File: src/rtl/core/ffha_ram.sv
// ---------------------------------------------------------------------------
// ffha_ram
// Generic simple dual-port RAM with one write port and a registered read.
// ---------------------------------------------------------------------------
module ffha_ram #(
   parameter int WIDTH = 8,
   parameter int DEPTH = 16
) (
   input  logic                     clock,
   input  logic                     wr_en,
   input  logic [$clog2(DEPTH)-1:0] wr_addr,
   input  logic [WIDTH-1:0]         wr_data,
   input  logic                     rd_en,
   input  logic [$clog2(DEPTH)-1:0] rd_addr,
   output logic [WIDTH-1:0]         rd_data
);

   logic [WIDTH-1:0] mem [DEPTH];
   logic [WIDTH-1:0] rd_data_ff;

   // Write and registered read
   always_ff @(posedge clock) begin
      if (wr_en) begin
         mem[wr_addr] <= wr_data;
      end
      if (rd_en) begin
         rd_data_ff <= mem[rd_addr];
      end
   end

   assign rd_data = rd_data_ff;

endmodule

File: config.mk
export PLATFORM = sky130hd
export DESIGN_NAME = ffha_ram
export DESIGN_NICKNAME = d
export VERILOG_FILES = /design/src/rtl/core/ffha_ram.sv
export SDC_FILE = /design/constraint.sdc
export NUM_CORES = 1
export LEC_CHECK = 0
export BUFFER_PORTS_ARGS = -buffer_cell sky130_fd_sc_hd__buf_2
export CAP_MARGIN = 25
export CORE_AREA = 4 4 89 124
export CTS_CLUSTER_DIAMETER = 200
export DETAILED_ROUTE_END_ITERATION = 12
export DIE_AREA = 0 0 93 128
export GPL_TIMING_DRIVEN = 0
export PLACE_DENSITY = 0.73
export SKIP_CTS_REPAIR_TIMING = 1
export SLEW_MARGIN = 5
export SYNTH_ARGS = -nofsm -noshare
export SYNTH_HDL_FRONTEND = slang
export SYNTH_SLANG_ARGS = --single-unit
export TNS_END_PERCENT = 100
File: constraint.sdc
create_clock -name clock -period 1.79 [get_ports clock]
set_clock_uncertainty 0.2 [all_clocks]
set_input_delay 0 -clock clock [delete_from_list [all_inputs] [get_ports clock]]
set_output_delay 0 -clock clock [all_outputs]
set_load 0.02 [all_outputs]
# Word-level counts from Yosys, hierarchy flattened
# Memories as Yosys holds them, arrays and structs flattened. A register that Yosys moved wholly into a read port is not among the register bits.
# Index checks and enable logic that the tools add are counted.
[classes] n_mux=2
[op_table] cell="$mux 1" n=2
[word_totals] wordCells=3 output_inout_bits=8 in_bits=19 mem_count=1 register_bits=0 ram_bits=128
[memory_table] name="mem" words=16 word_bits=8 rd=1 rd_ports_with_merged_regs=1 wr=1 line="18" source="logic [WIDTH-1:0] mem [DEPTH];"

# Logic depth before layout (Yosys ltp)
[depth] depth_word=2 ltp_mapped=5 ltp_nobuf=3

# Worst setup path after synthesis
# No wires, ideal clock.
[synth_timing] kind="in2reg" startpoint="in wr_addr[2]" endpoint="mem mem[0][0] (enable)" stages=2 setup_time_ps=383 required_ps=1207 arrival_ps=1110 n_path_buf=0 setup_slack_ps=97 path_cell_list="or3b_2 -> nor3_1"
[synth_lines] item="from (decl)" line="11" source="input logic [$clog2(DEPTH)-1:0] wr_addr,"
[synth_lines] item="to (decl)" line="18"
# No word-level cell before the write port.

==> results.json <==
{
  "yosysMostFrequentCell": "edfxtp_1",
  "syn-num-nets": 248,
  "grt_pass1_vias": 2587,
  "tritoncts": "built",
  "synth_commonest_cells": "edfxtp_1 (136), mux4_2 (18), a22oi_1 (16)",
  "status": "finished, violations left",
  "drc": 0,
  "ys_warn_count": 0,
  "startpoint": "mem[1][1]$_DFFE_PP_",
  "fmax_mhz": 579,
  "synth_edf_count": 136,
  "grt_pass1_wl_microns": 15800,
  "grt_antenna_before_repair": 0,
  "core-area_sq_um": 9900,
  "power.density_nw_per_um2": 1190,
  "cp.arrival_ns": 1.68,
  "vias": 2563,
  "portBuffers": 25,
  "nFillCells": 699,
  "drive_above_1_share_pct": 28.2,
  "clock_sinks": 136,
  "wl_microns": 10500,
  "die_y_microns": 128,
  "violations": "negative hold slack",
  "crit_end": "rd_data[1]$_DFFE_PP_",
  "ys_types": 18,
  "dieArea_sq_um": 11900,
  "ant_nets": 0,
  "synth_area_sq_um": 5230,
  "final_nets": 308,
  "tightestPinTransition_ns": 0.823,
  "avgRoutedWirePerCell_microns": 24.1,
  "cap_violations": 0,
  "syn_area_per_cell_sq_um": 22.8,
  "r2r-end": "rd_data[1]$_DFFE_PP_",
  "place_congestion": 0.820,
  "worstSetupPathType": "reg2reg",
  "report.final.slew_viol_count": 0,
  "dp_cells": 393,
  "setup_slack_ns": 0.0623,
  "power_uw": 7450,
  "yosysSeqAreaShare_pct": 78.1,
  "area.sequential_sq_um": 4080,
  "placed_area_sq_um": 5550,
  "syn_inst": 229,
  "yosys.area.top_type_share_pct": 78.1,
  "io_pins": 27,
  "cp_data_required_time_ns": 1.74,
  "stdcell_count": 436,
  "ys_top_cells_by_area": "edfxtp_1 (78%), mux4_2 (7.8%), mux4_1 (7.0%), a22oi_1 (2.3%), nor2_1 (0.93%)",
  "multiInputGateArea_sq_um": 1060,
  "grt_max_degree": 17,
  "slew_headroom_pct": 44.9,
  "clk_pin_slew_worst_paths_ns": 0.05,
  "clk_latency_ns": 0.41,
  "dp_hpwl_microns": 6420,
  "holdWs_ns": -0.116,
  "cp-end-kind": "register",
  "dp_slack_ns": -0.176,
  "finalCritPeriodShare_pct": 96.5,
  "setup_viol": 0,
  "root_buffer": "clkbuf_16",
  "rows": 43,
  "r2r_start": "mem[1][1]$_DFFE_PP_",
  "numCtsBuffers": 17,
  "p_leak_uw": 0.00212,
  "drtIter0Drc": 344,
  "start_util_pct": 52.8,
  "htreeDepth": 4,
  "clk_path_buf_depth": 2,
  "synth-main-ff-cell": "edfxtp_1",
  "synth-async-reset-ratio_pct": 0,
  "grt_overflow": 0,
  "worstRegToRegCells": 3,
  "die_x_microns": 93,
  "track_usage_pct": 19.2,
  "ir_drop_mv": 0.852,
  "synth_area_leader_cell": "edfxtp_1",
  "holdCritPathClass": "in2reg",
  "r2r_slack_ns": 0.06,
  "start_kind": "register",
  "n_antenna_cell": 0,
  "finalCriticalPeriod_ns": 1.73,
  "hold_viol": 7,
  "rsz0062_at_grt": "false",
  "final_cell_area_sq_um": 6260,
  "ys_ff_latch": 136,
  "area_growth_pct": 19.8,
  "via_per_inst": 5.88,
  "crit_fanout": 1,
  "drtPass1Iterations": 5
}
where the power goes:
group | internal (uW) | switching (uW) | total [uW] | leakage [uW]
clock | 2290 | 1170 | 3460 | 0.000287
combinational | 155 | 221 | 376 | 0.000594
sequential | 3590 | 17.3 | 3610 | 0.00124
total | 6040 | 1410 | 7450 | 0.00212
kinds of logic (layout without fill, tap and decap cells):
logic type             count (synthesis)  after routing  synth area share (%)
AO/OA/AOI/OAI                         16             16                  2.30
buffers and inverters                 10             82                  1.65
flip-flops                           136            136                  78.1
multiplexers                          32             32                  14.8
AND/OR/NAND/NOR                       35             35                  3.14
placed cells by master (no fill, tap or decap):
| cell type | Yosys | layout |
|---|---|---|
| mux4_2 | 18 | 19 |
| clkinvlp_4 | 0 | 1 |
| clkinv_2 | 0 | 3 |
| nand2_1 | 9 | 9 |
| edfxtp_1 | 136 | 136 |
| and2_1 | 1 | 1 |
| a22oi_2 | 0 | 1 |
| or3b_2 | 1 | 1 |
| clkbuf_1 | 0 | 2 |
| buf_2 | 3 | 29 |
| clkbuf_16 | 0 | 17 |
| nand2b_1 | 2 | 2 |
| a22oi_1 | 16 | 15 |
| buf_6 | 3 | 3 |
| clkinv_1 | 0 | 4 |
| buf_4 | 1 | 4 |
| nor2b_1 | 1 | 1 |
| bufinv_16 | 0 | 4 |
| nor2_1 | 13 | 13 |
| dlygate4sd3_1 | 0 | 12 |
| nand3_1 | 1 | 1 |
| nor3_1 | 4 | 4 |
| and2b_1 | 1 | 1 |
| mux4_1 | 14 | 13 |
| clkdlybuf4s25_2 | 3 | 3 |
| nand3b_1 | 2 | 2 |
critical path, cell delays in order (launching register included):
cell and delay (ns):
edfxtp_1 0.36, mux4_1 0.56, a22oi_1 0.27, nand2_1 0.09
state kept, by name, summed over array words and instances (netlist names):
register,count
mem,128
rd_data,8
per-stage QoR:
| step | hold WS [ns] | utilization (%) | TNS, ns |
|---|---|---|---|
| CTS | -0.294 | 62.0 | 0 |
| floorplan | -0.101 | - | 0 |
| finish | -0.116 | 63.2 | 0 |
| global route | -0.108 | 63.2 | 0 |
| detailed placement | 0.138 | 56.1 | -2.96 |
| global placement | 0.129 | 55.8 | -8.59 |
cell type report:
cell class                      count  area share, %
Sequential cell                   136           65.2
Multi-Input combinational cell     83           16.9
Clock buffer                       19           6.91
Timing Repair Buffer               41           4.36
Tap cell                          135           2.70
Clock inverter                     12           2.52
Buffer                             10           1.38
how the worst min path moves through the flow:
stage / start / endpoint / depth (start not counted)
2_1_floorplan: wr_data[0] / mem[0][0]$_DFFE_PP_ / 0
3_3_place_gp: rd_en / rd_data[3]$_DFFE_PP_ / 1
3_5_place_dp: rd_en / rd_data[2]$_DFFE_PP_ / 1
4_1_cts: rd_en / rd_data[2]$_DFFE_PP_ / 1
5_1_grt: wr_addr[1] / mem[0][0]$_DFFE_PP_ / 2
6_report: wr_addr[0] / mem[0][0]$_DFFE_PP_ / 2
routing by layer:
metal / vias to the layer above / GRT usage (%) / wire [microns]
met5: - / 0 / 0
met4: 0 / 9.32 / 401
met3: 34 / 4.58 / 777
met2: 157 / 31.7 / 5440
met1: 1271 / 23.9 / 3890
li1: 1101 / - / -
Power figures use the tool's default switching activity.
