**config.mk**
```make
export PLATFORM = sky130hd
export DESIGN_NAME = ffha_ctrl
export DESIGN_NICKNAME = d
export VERILOG_FILES = /design/src/rtl/core/ffha_pkg.sv /design/src/rtl/core/ffha_ctrl.sv
export SDC_FILE = /design/constraint.sdc
export NUM_CORES = 1
export LEC_CHECK = 0
export ABC_AREA = 0
export BUFFER_PORTS_ARGS = -buffer_cell sky130_fd_sc_hd__buf_2
export CAP_MARGIN = 20
export CORE_MARGIN = 1.5
export CORE_UTILIZATION = 35
export CTS_CLUSTER_DIAMETER = 50
export DETAILED_ROUTE_END_ITERATION = 8
export GPL_TIMING_DRIVEN = 0
export PLACE_DENSITY_LB_ADDON = 0.15
export SKIP_LAST_GASP = 1
export SYNTH_ARGS = -nofsm -noshare
export SYNTH_HDL_FRONTEND = slang
export SYNTH_SLANG_ARGS = --single-unit
```
**constraint.sdc**
```tcl
create_clock -name clock -period 5.7 [get_ports clock]
set_input_delay 1.14 -clock clock [delete_from_list [all_inputs] [get_ports clock]]
set_output_delay 1.14 -clock clock [all_outputs]
set_load 0.05 [all_outputs]
```
**src/rtl/core/ffha_pkg.sv**
```systemverilog
// ---------------------------------------------------------------------------
// ffha_pkg
// Types, constants and helpers of the first-fit heap allocator.
// ---------------------------------------------------------------------------
package ffha_pkg;

   localparam int HEAP_MAX_BYTES  = 65536;
   localparam int ALIGN_BYTES     = 16;
   localparam int HEADER_BYTES    = 48;
   localparam int MIN_SPLIT_BYTES = 32;
   localparam int GRANULES        = HEAP_MAX_BYTES / ALIGN_BYTES;
   localparam int GRAN_BITS       = $clog2(GRANULES);
   localparam int ALIGN_BITS      = $clog2(ALIGN_BYTES);
   localparam int OFF_BITS        = GRAN_BITS + ALIGN_BITS;

   localparam logic [17:0] HDR18   = 18'(HEADER_BYTES);
   localparam logic [17:0] SPLIT18 = 18'(HEADER_BYTES + MIN_SPLIT_BYTES);
   localparam logic [16:0] RESET_HEAP_BYTES = 17'(HEAP_MAX_BYTES);

   // One memory word per granule
   typedef struct packed {
      logic                 start;
      logic                 free;
      logic [15:0]          size;
      logic [GRAN_BITS-1:0] prev;
   } ffha_entry_type;

   localparam int ENTRY_BITS = $bits(ffha_entry_type);

   typedef enum logic [2:0] {
      STS_OK       = 3'd0,
      STS_NO_FIT   = 3'd1,
      STS_OUTSIDE  = 3'd2,
      STS_MISALIGN = 3'd3,
      STS_BAD_HDR  = 3'd4,
      STS_DBL_FREE = 3'd5
   } ffha_status_type;

   typedef enum logic [4:0] {
      S_CLEAR, S_IDLE, S_WALK_RD, S_WALK_EV, S_SPLIT, S_SPLIT_AFTER, S_SPLIT_NEW,
      S_SPLIT_BASE, S_FREE_RD, S_FREE_EV, S_MRG_NEXT, S_MRG_EVAL, S_MRG_AFTER,
      S_MRG_CLEAR, S_MRG_END, S_PREV_RD, S_PREV_EV, S_DONE
   } ffha_state_type;

   typedef struct packed {
      logic            valid;
      ffha_status_type status;
      logic [15:0]     granted;
   } ffha_result_type;

   // Usable heap end from a size register write, zero when no heap fits
   function automatic logic [16:0] heap_end_of(input logic [16:0] bytes);
      logic [16:0] clamped;
      clamped = (bytes > RESET_HEAP_BYTES) ? RESET_HEAP_BYTES : bytes;
      clamped[ALIGN_BITS-1:0] = '0;
      if ({1'b0, clamped} <= SPLIT18) begin
         return '0;
      end
      return clamped;
   endfunction

endpackage

```
**src/rtl/core/ffha_ctrl.sv**
```systemverilog
// ---------------------------------------------------------------------------
// ffha_ctrl
// Sequencer that walks, splits, frees and merges blocks in the block memory.
// ---------------------------------------------------------------------------
module ffha_ctrl (
   input  logic                               clock,
   input  logic                               reset,
   input  logic                               req_go,
   input  logic                               opcode,
   input  logic [16:0]                        request_bytes,
   input  logic [15:0]                        payload_offset,
   input  logic                               csr_go,
   input  logic [16:0]                        csr_data,
   output logic                               req_ready,
   output logic                               csr_ready,
   output ffha_pkg::ffha_result_type          result,
   input  logic                               result_take,
   output logic                               mem_wr_en,
   output logic [ffha_pkg::GRAN_BITS-1:0]     mem_wr_addr,
   output ffha_pkg::ffha_entry_type           mem_wr_data,
   output logic                               mem_rd_en,
   output logic [ffha_pkg::GRAN_BITS-1:0]     mem_rd_addr,
   input  ffha_pkg::ffha_entry_type           mem_rd_data
);

   localparam int GB = ffha_pkg::GRAN_BITS;
   localparam int AB = ffha_pkg::ALIGN_BITS;

   ffha_pkg::ffha_state_type  state_ff, state_in;
   logic [GB-1:0]             clr_ff, clr_in;
   logic [16:0]               heap_end_ff, heap_end_in;
   logic [15:0]               cur_ff, cur_in;
   ffha_pkg::ffha_entry_type  ent_ff, ent_in;
   logic [17:0]               wanted_ff, wanted_in;
   ffha_pkg::ffha_status_type status_ff, status_in;
   logic [15:0]               granted_ff, granted_in;
   logic [15:0]               boff_ff, boff_in;
   ffha_pkg::ffha_entry_type  bent_ff, bent_in;
   logic [15:0]               nx_ff, nx_in;
   logic [15:0]               aft_ff, aft_in;
   logic                      split_ff, split_in;
   logic                      second_ff, second_in;

   ffha_pkg::ffha_entry_type  rd;
   logic [17:0] heap18, walk_n, sp_nb, sp_after, m_nx, m_after;
   logic        fit, sp_do, sp_after_in, m_ok;
   logic [GB-1:0] sp_ng;
   logic [17:0] wanted_calc;
   logic        f_outside, f_misalign, f_bad;

   // Shared address arithmetic
   always_comb begin
      rd          = mem_rd_data;
      heap18      = {1'b0, heap_end_ff};
      fit         = rd.free && ({2'b0, rd.size} >= wanted_ff);
      walk_n      = {2'b0, cur_ff} + ffha_pkg::HDR18 + {2'b0, rd.size};
      sp_nb       = {2'b0, cur_ff} + ffha_pkg::HDR18 + wanted_ff;
      sp_after    = {2'b0, cur_ff} + ffha_pkg::HDR18 + {2'b0, ent_ff.size};
      sp_do       = ({2'b0, ent_ff.size} > (wanted_ff + ffha_pkg::SPLIT18)) &&
                    ((sp_nb + ffha_pkg::HDR18) < heap18);
      sp_after_in = sp_after < heap18;
      sp_ng       = sp_nb[AB +: GB];
      m_nx        = {2'b0, boff_ff} + ffha_pkg::HDR18 + {2'b0, bent_ff.size};
      m_ok        = rd.start && rd.free;
      m_after     = {2'b0, nx_ff} + ffha_pkg::HDR18 + {2'b0, rd.size};
      wanted_calc = {1'b0, request_bytes} + 18'(ffha_pkg::ALIGN_BYTES - 1);
      wanted_calc[AB-1:0] = '0;
      f_outside   = (heap_end_ff == '0) || ({1'b0, payload_offset} >= heap_end_ff);
      f_misalign  = payload_offset[AB-1:0] != '0;
      f_bad       = {2'b0, payload_offset} < ffha_pkg::HDR18;
   end

   // Next state
   always_comb begin
      state_in = state_ff;
      case (state_ff)
         ffha_pkg::S_CLEAR: begin
            if (csr_go) state_in = ffha_pkg::S_CLEAR;
            else if (clr_ff == '1) state_in = ffha_pkg::S_IDLE;
         end
         ffha_pkg::S_IDLE: begin
            if (csr_go) begin
               state_in = ffha_pkg::S_CLEAR;
            end else if (req_go) begin
               if (!opcode) begin
                  if (request_bytes == '0 || heap_end_ff == '0) state_in = ffha_pkg::S_DONE;
                  else state_in = ffha_pkg::S_WALK_RD;
               end else if (payload_offset == '0 || f_outside || f_misalign || f_bad) begin
                  state_in = ffha_pkg::S_DONE;
               end else begin
                  state_in = ffha_pkg::S_FREE_RD;
               end
            end
         end
         ffha_pkg::S_WALK_RD: state_in = ffha_pkg::S_WALK_EV;
         ffha_pkg::S_WALK_EV: begin
            if (!rd.start) state_in = ffha_pkg::S_DONE;
            else if (fit) state_in = ffha_pkg::S_SPLIT;
            else if (walk_n >= heap18) state_in = ffha_pkg::S_DONE;
         end
         ffha_pkg::S_SPLIT: begin
            if (!sp_do) state_in = ffha_pkg::S_SPLIT_BASE;
            else if (sp_after_in) state_in = ffha_pkg::S_SPLIT_AFTER;
            else state_in = ffha_pkg::S_SPLIT_NEW;
         end
         ffha_pkg::S_SPLIT_AFTER: state_in = ffha_pkg::S_SPLIT_NEW;
         ffha_pkg::S_SPLIT_NEW:   state_in = ffha_pkg::S_SPLIT_BASE;
         ffha_pkg::S_SPLIT_BASE:  state_in = ffha_pkg::S_DONE;
         ffha_pkg::S_FREE_RD:     state_in = ffha_pkg::S_FREE_EV;
         ffha_pkg::S_FREE_EV: begin
            if (!rd.start || rd.free) state_in = ffha_pkg::S_DONE;
            else state_in = ffha_pkg::S_MRG_NEXT;
         end
         ffha_pkg::S_MRG_NEXT: begin
            if (m_nx < heap18) state_in = ffha_pkg::S_MRG_EVAL;
            else state_in = ffha_pkg::S_MRG_END;
         end
         ffha_pkg::S_MRG_EVAL: begin
            if (!m_ok) state_in = ffha_pkg::S_MRG_END;
            else if (m_after < heap18) state_in = ffha_pkg::S_MRG_AFTER;
            else state_in = ffha_pkg::S_MRG_CLEAR;
         end
         ffha_pkg::S_MRG_AFTER: state_in = ffha_pkg::S_MRG_CLEAR;
         ffha_pkg::S_MRG_CLEAR: state_in = ffha_pkg::S_MRG_NEXT;
         ffha_pkg::S_MRG_END: begin
            if (!second_ff && cur_ff != '0) state_in = ffha_pkg::S_PREV_RD;
            else state_in = ffha_pkg::S_DONE;
         end
         ffha_pkg::S_PREV_RD: state_in = ffha_pkg::S_PREV_EV;
         ffha_pkg::S_PREV_EV: begin
            if (rd.free && rd.start) state_in = ffha_pkg::S_MRG_NEXT;
            else state_in = ffha_pkg::S_DONE;
         end
         ffha_pkg::S_DONE: begin
            if (result_take) state_in = ffha_pkg::S_IDLE;
         end
         default: state_in = ffha_pkg::S_IDLE;
      endcase
   end

   // Datapath register updates
   always_comb begin
      clr_in      = clr_ff;
      heap_end_in = heap_end_ff;
      cur_in      = cur_ff;
      ent_in      = ent_ff;
      wanted_in   = wanted_ff;
      status_in   = status_ff;
      granted_in  = granted_ff;
      boff_in     = boff_ff;
      bent_in     = bent_ff;
      nx_in       = nx_ff;
      aft_in      = aft_ff;
      split_in    = split_ff;
      second_in   = second_ff;
      if (csr_go) begin
         heap_end_in = ffha_pkg::heap_end_of(csr_data);
         clr_in      = '0;
      end else begin
         case (state_ff)
            ffha_pkg::S_CLEAR: clr_in = clr_ff + 1'b1;
            ffha_pkg::S_IDLE: begin
               if (req_go) begin
                  granted_in = '0;
                  second_in  = 1'b0;
                  wanted_in  = wanted_calc;
                  cur_in     = '0;
                  if (!opcode) begin
                     status_in = ffha_pkg::STS_NO_FIT;
                  end else begin
                     cur_in = payload_offset - 16'(ffha_pkg::HEADER_BYTES);
                     if (payload_offset == '0) status_in = ffha_pkg::STS_OK;
                     else if (f_outside) status_in = ffha_pkg::STS_OUTSIDE;
                     else if (f_misalign) status_in = ffha_pkg::STS_MISALIGN;
                     else if (f_bad) status_in = ffha_pkg::STS_BAD_HDR;
                     else status_in = ffha_pkg::STS_OK;
                  end
               end
            end
            ffha_pkg::S_WALK_EV: begin
               if (rd.start && fit) begin
                  ent_in     = rd;
                  status_in  = ffha_pkg::STS_OK;
                  granted_in = cur_ff + 16'(ffha_pkg::HEADER_BYTES);
               end else begin
                  cur_in = walk_n[15:0];
               end
            end
            ffha_pkg::S_SPLIT: begin
               split_in = sp_do;
               aft_in   = sp_after[15:0];
            end
            ffha_pkg::S_FREE_EV: begin
               if (!rd.start) begin
                  status_in = ffha_pkg::STS_BAD_HDR;
               end else if (rd.free) begin
                  status_in = ffha_pkg::STS_DBL_FREE;
               end else begin
                  bent_in      = rd;
                  bent_in.free = 1'b1;
                  boff_in      = cur_ff;
               end
            end
            ffha_pkg::S_MRG_NEXT: nx_in = m_nx[15:0];
            ffha_pkg::S_MRG_EVAL: begin
               if (m_ok) begin
                  bent_in.size = bent_ff.size + 16'(ffha_pkg::HEADER_BYTES) + rd.size;
                  aft_in       = m_after[15:0];
               end
            end
            ffha_pkg::S_PREV_EV: begin
               if (rd.free && rd.start) begin
                  bent_in   = rd;
                  boff_in   = {bent_ff.prev, {AB{1'b0}}};
                  second_in = 1'b1;
               end
            end
            default: ;
         endcase
      end
   end

   // Memory ports and handshake outputs
   always_comb begin
      mem_wr_en   = 1'b0;
      mem_wr_addr = '0;
      mem_wr_data = '0;
      mem_rd_en   = 1'b0;
      mem_rd_addr = '0;
      req_ready   = (state_ff == ffha_pkg::S_IDLE) && !csr_go;
      csr_ready   = (state_ff == ffha_pkg::S_IDLE) || (state_ff == ffha_pkg::S_CLEAR);
      result.valid   = (state_ff == ffha_pkg::S_DONE);
      result.status  = status_ff;
      result.granted = granted_ff;
      case (state_ff)
         ffha_pkg::S_CLEAR: begin
            mem_wr_en   = 1'b1;
            mem_wr_addr = clr_ff;
            if (clr_ff == '0 && heap_end_ff != '0) begin
               mem_wr_data.start = 1'b1;
               mem_wr_data.free  = 1'b1;
               mem_wr_data.size  = 16'(heap_end_ff - 17'(ffha_pkg::HEADER_BYTES));
            end
         end
         ffha_pkg::S_WALK_RD: begin
            mem_rd_en   = 1'b1;
            mem_rd_addr = cur_ff[AB +: GB];
         end
         ffha_pkg::S_WALK_EV: begin
            mem_rd_en   = rd.start && !fit;
            mem_rd_addr = walk_n[AB +: GB];
         end
         ffha_pkg::S_SPLIT: begin
            mem_rd_en   = sp_do && sp_after_in;
            mem_rd_addr = sp_after[AB +: GB];
         end
         ffha_pkg::S_SPLIT_AFTER: begin
            mem_wr_en        = rd.start;
            mem_wr_addr      = aft_ff[AB +: GB];
            mem_wr_data      = rd;
            mem_wr_data.prev = sp_ng;
         end
         ffha_pkg::S_SPLIT_NEW: begin
            mem_wr_en         = 1'b1;
            mem_wr_addr       = sp_ng;
            mem_wr_data.start = 1'b1;
            mem_wr_data.free  = 1'b1;
            mem_wr_data.size  = ent_ff.size - wanted_ff[15:0] - 16'(ffha_pkg::HEADER_BYTES);
            mem_wr_data.prev  = cur_ff[AB +: GB];
         end
         ffha_pkg::S_SPLIT_BASE: begin
            mem_wr_en        = 1'b1;
            mem_wr_addr      = cur_ff[AB +: GB];
            mem_wr_data      = ent_ff;
            mem_wr_data.free = 1'b0;
            if (split_ff) mem_wr_data.size = wanted_ff[15:0];
         end
         ffha_pkg::S_FREE_RD: begin
            mem_rd_en   = 1'b1;
            mem_rd_addr = cur_ff[AB +: GB];
         end
         ffha_pkg::S_MRG_NEXT: begin
            mem_rd_en   = m_nx < heap18;
            mem_rd_addr = m_nx[AB +: GB];
         end
         ffha_pkg::S_MRG_EVAL: begin
            mem_rd_en   = m_ok && (m_after < heap18);
            mem_rd_addr = m_after[AB +: GB];
         end
         ffha_pkg::S_MRG_AFTER: begin
            mem_wr_en        = rd.start;
            mem_wr_addr      = aft_ff[AB +: GB];
            mem_wr_data      = rd;
            mem_wr_data.prev = boff_ff[AB +: GB];
         end
         ffha_pkg::S_MRG_CLEAR: begin
            mem_wr_en   = 1'b1;
            mem_wr_addr = nx_ff[AB +: GB];
         end
         ffha_pkg::S_MRG_END: begin
            mem_wr_en   = 1'b1;
            mem_wr_addr = boff_ff[AB +: GB];
            mem_wr_data = bent_ff;
         end
         ffha_pkg::S_PREV_RD: begin
            mem_rd_en   = 1'b1;
            mem_rd_addr = bent_ff.prev;
         end
         default: ;
      endcase
   end

   // Registers
   always_ff @(posedge clock) begin
      if (reset) begin
         state_ff    <= ffha_pkg::S_CLEAR;
         clr_ff      <= '0;
         heap_end_ff <= ffha_pkg::heap_end_of(ffha_pkg::RESET_HEAP_BYTES);
      end else begin
         state_ff    <= state_in;
         clr_ff      <= clr_in;
         heap_end_ff <= heap_end_in;
      end
      cur_ff     <= cur_in;
      ent_ff     <= ent_in;
      wanted_ff  <= wanted_in;
      status_ff  <= status_in;
      granted_ff <= granted_in;
      boff_ff    <= boff_in;
      bent_ff    <= bent_in;
      nx_ff      <= nx_in;
      aft_ff     <= aft_in;
      split_ff   <= split_in;
      second_ff  <= second_in;
   end

endmodule

```
# Yosys cells after proc, flatten, opt, wreduce, memory -nomap -nowiden
# Cells that the tools add are included.
word_totals:
  out_inout_bits: 78
  ramBits: 0
  latch_bits: 0
  elab_cells: 198
  romBits: 0
  register_bits: 192
  mem_count: 0
  inputBits: 86
op_classes:
  n_mux: 66
  n_mul: 0
  n_bitwise: 1
  addsub: 19
  shifts: 0
  n_eq_ne: 30
  reduce_logical: 52
  div_mod_pow: 0
  order_cmp: 11
ops:
  columns: ["operator", "n"]
  rows:
  - ["16-bit 2-to-1 mux", 11]
  - ["12-bit one-hot mux with 6 select lines", 2]
  - ["16-bit one-hot mux with 2 select lines", 4]
  - ["30-bit 2-to-1 mux", 3]
  - ["18-bit one-hot mux with 5 select lines", 1]
  - ["5-bit one-hot mux with 18 select lines", 1]
  - ["18-bit by 17-bit less-than comparator with 1-bit output", 4]
  - ["5-bit 2-to-1 mux", 14]
  - ["12-bit one-hot mux with 5 select lines", 1]
  - ["17-bit by 16-bit adder with 18-bit output", 3]
  - ["16-bit by 6-bit adder with 17-bit output, second input constant", 3]
  - ["17-bit 2-to-1 mux", 3]
  - ["16-bit one-hot mux with 3 select lines", 1]
  - ["16-bit by 6-bit subtractor with 16-bit output, second input constant", 3]
  - ["5-bit by 4-bit equality test with 1-bit output, second input constant", 8]
  - ["17-bit zero test", 2]
  - ["16-bit by 6-bit adder with 16-bit output, second input constant", 2]
  - ["3-bit 2-to-1 mux", 10]
  - ["12-bit one-hot mux with 2 select lines", 1]
  - ["5-bit by 3-bit equality test with 1-bit output, second input constant", 4]
  - ["17-bit by 4-bit adder with 18-bit output, second input constant", 1]
  - ["18-bit by 16-bit adder with 18-bit output", 1]
  - ["18-bit adder", 1]
  - ["18-bit by 6-bit adder with 18-bit output, second input constant", 1]
  - ["46 further kinds", 94]

# Depth between registers and ports, before layout
logic_depth:
  word_depth: 10
  depth_mapped: 23
  depth_no_buf: 23

# Least setup slack after synthesis
# No wires, ideal clock.
synth_path:
  kind: "reg2out"
  start: "register cur_ff[4]"
  end: "output mem_rd_en"
  n_path_buf: 0
  arrival_ns: 5.190
  slack_ns: -0.630
  required_time_ns: 4.560
  path_stages_with_launch: 22
  path_cell_list: "edfxtp_1 inv_1 ha_1 and3b_1 nand3_1 xnor2_1 ha_1 or4_1 o21bai_1 a41oi_1 xnor2_1 and2_1 nand2_1 xnor2_1 ha_1 a211oi_1 o221ai_1 a21oi_1 o21ai_0 nor3b_1 nand2_1 o221ai_1"
synth_between:
  elab_chain_cells: 7
  word_cells_on_any_way: 9
  cone_classes: "4 x add/sub; 2 x order compare; 1 x mux; 2 x reduce/logical"
synth_lines:
  columns: ["element", "line_no", "source"]
  rows:
  - ["start: declaration", "ffha_ctrl.sv:32", "logic [15:0] cur_ff, cur_in;"]
  - ["start signal: assignment", "ffha_ctrl.sv:324", "cur_ff <= cur_in;"]
  - ["16-bit by 6-bit adder with 17-bit output (*)", "ffha_ctrl.sv:57, ffha_ctrl.sv:58", null]
  - ["18-bit adder", "ffha_ctrl.sv:57", "sp_nb = {2'b0, cur_ff} + ffha_pkg::HDR18 + wanted_ff;"]
  - ["18-bit by 6-bit adder with 18-bit output", "ffha_ctrl.sv:60", "((sp_nb + ffha_pkg::HDR18) < heap18);"]
  - ["18-bit by 17-bit less-than comparator with 1-bit output", "ffha_ctrl.sv:60", null]
  - ["1-bit logical AND", "ffha_ctrl.sv:59", "sp_do = ({2'b0, ent_ff.size} > (wanted_ff + ffha_pkg::SPLIT18)) &&"]
  - ["1-bit logical AND (*)", "ffha_ctrl.sv:254", "mem_rd_en = sp_do && sp_after_in;"]
  - ["1-bit one-hot mux with 5 select lines (*)", "ffha_ctrl.sv:235", "case (state_ff)"]
  - ["end: declaration", "ffha_ctrl.sv:21", "output logic mem_rd_en,"]
# Mark *: on every way between the ends. The rest lies on a longest branch, timed or not.

# Final worst setup path
layout_path:
  start: "input mem_rd_data[16] (netlist name)"
  end: "output mem_rd_en"
layout_between:
  elab_chain_cells: 5
  word_cells_on_any_way: 8
  cone_classes: "1 x add/sub; 2 x order compare; 1 x mux; 4 x reduce/logical"
layout_lines:
  columns: ["element", "line_no", "source"]
  rows:
  - ["start: declaration", "ffha_ctrl.sv:23", "input ffha_pkg::ffha_entry_type mem_rd_data"]
  - ["branches (longest 4 deep; another with 17-bit by 16-bit adder with 18-bit output)", null, null]
  - ["1-bit one-hot mux with 5 select lines (*)", "ffha_ctrl.sv:235", null]
# Every way passes the cells marked *.

==> results.sh <==
export IMPL_yosys_area_top_type_share=0.265
export IMPL_worst_path_max_delay_cell="a2111oi_4"
export IMPL_final_setup_worst_slack_ns=-0.928
export IMPL_port_buffers=162
export IMPL_tightest_slew_ns=1.16
export IMPL_dp_hpwl_um=64600
export IMPL_postSynthAreaPerCell_um2=8.94
export IMPL_synth_nets=2306
export IMPL_vias_per_cell=6.04
export IMPL_crit_chain="buf_2 -> clkinvlp_4 -> ha_1 -> inv_1 -> ha_2 -> nor3_4 -> a2111oi_4 -> o31ai_2 -> a21boi_2 -> nor2_1 -> ha_1 -> a21oi_1 -> o21ai_0 -> or3_1 -> o211ai_1 -> a31oi_1 -> a21oi_2 -> o21ai_1 -> o221ai_4 -> buf_6"
export IMPL_min_period_over_period=1.16
export IMPL_drc=0
export IMPL_drt_iter0_drc=1999
export IMPL_synthTopCellsByArea="edfxtp_1 27%, ha_1 19%, nand2_1 5.2%"
export IMPL_ys_warn_count=0
export IMPL_final_hold_viol_count=0
export IMPL_drive_gt1_frac=0.186
export IMPL_clock_skew_ns=0.0163
export IMPL_p_leak_nw=8.82
export IMPL_root_buffer="clkbuf_16"
export IMPL_setup_viol=1
export IMPL_gp_congestion=1.01
export IMPL_rr_worst_depth=24
export IMPL_hold_class="flop to flop"
export IMPL_crit_path_max_incr_delay_ns=0.43
export IMPL_fp_coreArea_um2=49100
export IMPL_layout_min_cycle_time_ns=6.63
export IMPL_postRouteWirelength_um=82700
export IMPL_clock_sinks=184
export IMPL_final_max_slew_viol_count=0
export IMPL_pre_cts_ws_ns=-1.96
export IMPL_min_path_cells=1
export IMPL_final_antenna_net_count=0
export IMPL_synth_most_common_cell="ha_1"
export IMPL_die_h_um=226
export IMPL_io_pins=164
export IMPL_initial_core_util=0.355
export IMPL_worstPathRequired_ns=4.56
export IMPL_cts_max_path_buffers=2
export IMPL_htree_levels=4
export IMPL_final_nets=2554
export IMPL_fp_row_count=81
export IMPL_async_flop_share=0
export IMPL_synth_ff_type="edfxtp_1"
export IMPL_power_density_nw_per_um2=201
export IMPL_synth_common_cells="266 x ha_1, 241 x nand2_1, 154 x edfxtp_1, 120 x nor2_1, 119 x inv_1"
export IMPL_synth_edf_count=154
export IMPL_crit_path_max_fanout=4
export IMPL_peakVddDrop_uv=202
export IMPL_die_x_um=226
export IMPL_cts_tree="built"
export IMPL_routedWlPerCell_um=28.7
export IMPL_drv_cap=0
export IMPL_path_common_cell="ha_1"
export IMPL_syn_to_final_growth_pct=21.5
export IMPL_synth_area_um2=17400
export IMPL_first_pass_iters=8
export IMPL_grt_pass1_vias=16557
export IMPL_postCtsHoldBufs=0
export IMPL_fp_dieArea_um2=51100
export IMPL_grtUsageTotal=0.324
export IMPL_grt_pass1_wl_um=116000
export IMPL_synth_distinct_cells=87
export IMPL_clock_latency_ns=0.53
export IMPL_grt_ovfl_total=0
export IMPL_arrival_ns=5.49
export IMPL_regToRegSetupSlack_ns=0.31
export IMPL_antenna_found_initial=2
export IMPL_yosysSeqAreaShare=0.300
export IMPL_crit_type="input pin to primary output"
export IMPL_status="finished with violations"
export IMPL_whs_ns=0.573
export IMPL_synth_top_area_cell="edfxtp_1"
export IMPL_fmax_ghz=0.151
export IMPL_routed_via_count=17364
export IMPL_slew_headroom=0.224
export IMPL_fin_util=0.432
export IMPL_ys_seq_elements=184
export IMPL_grt_setup_unrepaired="true"
export IMPL_syn_inst=1950
export IMPL_start_kind="input pin"
export IMPL_cp_end_kind="primary output"
export IMPL_cts_buffers=17
export IMPL_violations="setup timing"
export IMPL_grt_max_degree=26
export IMPL_clkTransAtPathRegs_ns=0.07
area by class of cell:
class | count | area (um2)
Multi-Input combinational cell | 1574 | 12300
Clock buffer | 17 | 425
Timing Repair Buffer | 232 | 1470
Clock inverter | 15 | 183
Antenna cell | 1 | 2.50
Fill cell | 4918 | 27900
Tap cell | 664 | 831
Inverter | 125 | 479
Buffer | 64 | 312
Sequential cell | 184 | 5230
report_power, final:
group          leakage (nW)  switching, mW  internal (mW)  total, mW
Sequential             1.65         0.0311           1.48       1.51
Clock                 0.302          0.680          0.631       1.31
Combinational          6.87          0.918          0.508       1.43
Total                  8.82           1.63           2.62       4.25
cell families (layout without fill, tap and decap cells):
group                      Yosys count  count (layout)  synth area share
and+or+nand+nor                    666             666             0.187
AOI/OAI and AO/OA                  476             476             0.191
adders and majority gates          270             270             0.196
buffers and inverters              192             453            0.0449
DFF                                184             184             0.300
xor gates and xnor gates           159             159            0.0799
muxes                                3               3           0.00187
other                                0               1                 0
path summary, 6_finish.rpt:
kind,from,to
hold reg to reg,boff_ff[0]$_SDFFCE_PP0P_,nx_ff[0]$_DFFE_PP_
setup / recovery,mem_rd_data[16],mem_rd_en
hold / removal,boff_ff[0]$_SDFFCE_PP0P_,nx_ff[0]$_DFFE_PP_
setup reg to reg,cur_ff[4]$_DFFE_PP_,state_ff[0]$_SDFFE_PP0P_
repair_timing:
action	in CTS	in global routing
setup endpoints to repair	46	11
gates resized for setup	99	37
pin swaps	42	36
setup buffers	49	5
routing by layer:
| metal | track usage | share of wire |
|---|---|---|
| met1 | 0.425 | 0.42 |
| met2 | 0.492 | 0.43 |
| met3 | 0.0800 | 0.094 |
| met4 | 0.167 | 0.058 |
| met5 | 0 | 0.00016 |
metrics by stage:
| step | TNS (ns) | cell area (um2) | total power, mW | std cells |
|---|---|---|---|---|
| global placement | -33.79 | 19200 | 2.77 | 2776 |
| finish | -0.928 | 21200 | 4.25 | 2876 |
| detailed placement | -5.92 | 19400 | 2.79 | 2793 |
| CTS | -0.999 | 21000 | 4.20 | 2870 |
| global route | -1.05 | 21200 | 4.41 | 2875 |
| floorplan | 0 | 17500 | 2.34 | 1950 |
state kept, by name, indices dropped and copies added, names as in the netlist, 5 cells and up:
signal,count
nx_ff,16
granted_ff,16
heap_end_ff,13
state_ff,5
bent_ff,30
cur_ff,16
ent_ff,29
aft_ff,12
wanted_ff,14
boff_ff,16
clr_ff,12
worst max-delay path, delay by kind of cell:
family	cells	cell delay (ns)
adder cells (fa/ha/maj)	3	0.90
AND/OR/NAND/NOR	3	0.51
buffers and inverters	4	0.68
AO/OA/AOI/OAI	10	2.24
placed cells by master, fill, tap and decap left out, types with 21 or more instances in the layout:
cell / count
a222oi_1: 36
dfxtp_1: 30
a21oi_1: 79
nand4_1: 30
and3_1: 21
a21o_1: 25
edfxtp_1: 154
ha_1: 256
clkbuf_1: 49
xnor2_1: 87
buf_2: 164
xor2_1: 49
buf_4: 55
nor3_1: 43
nand2b_1: 22
nor2_1: 114
o21a_1: 22
o21ai_0: 96
nand3_1: 55
a22oi_1: 32
nor4_1: 22
inv_1: 115
nand2_1: 235
Note: power is estimated with default switching activity, not from simulation.
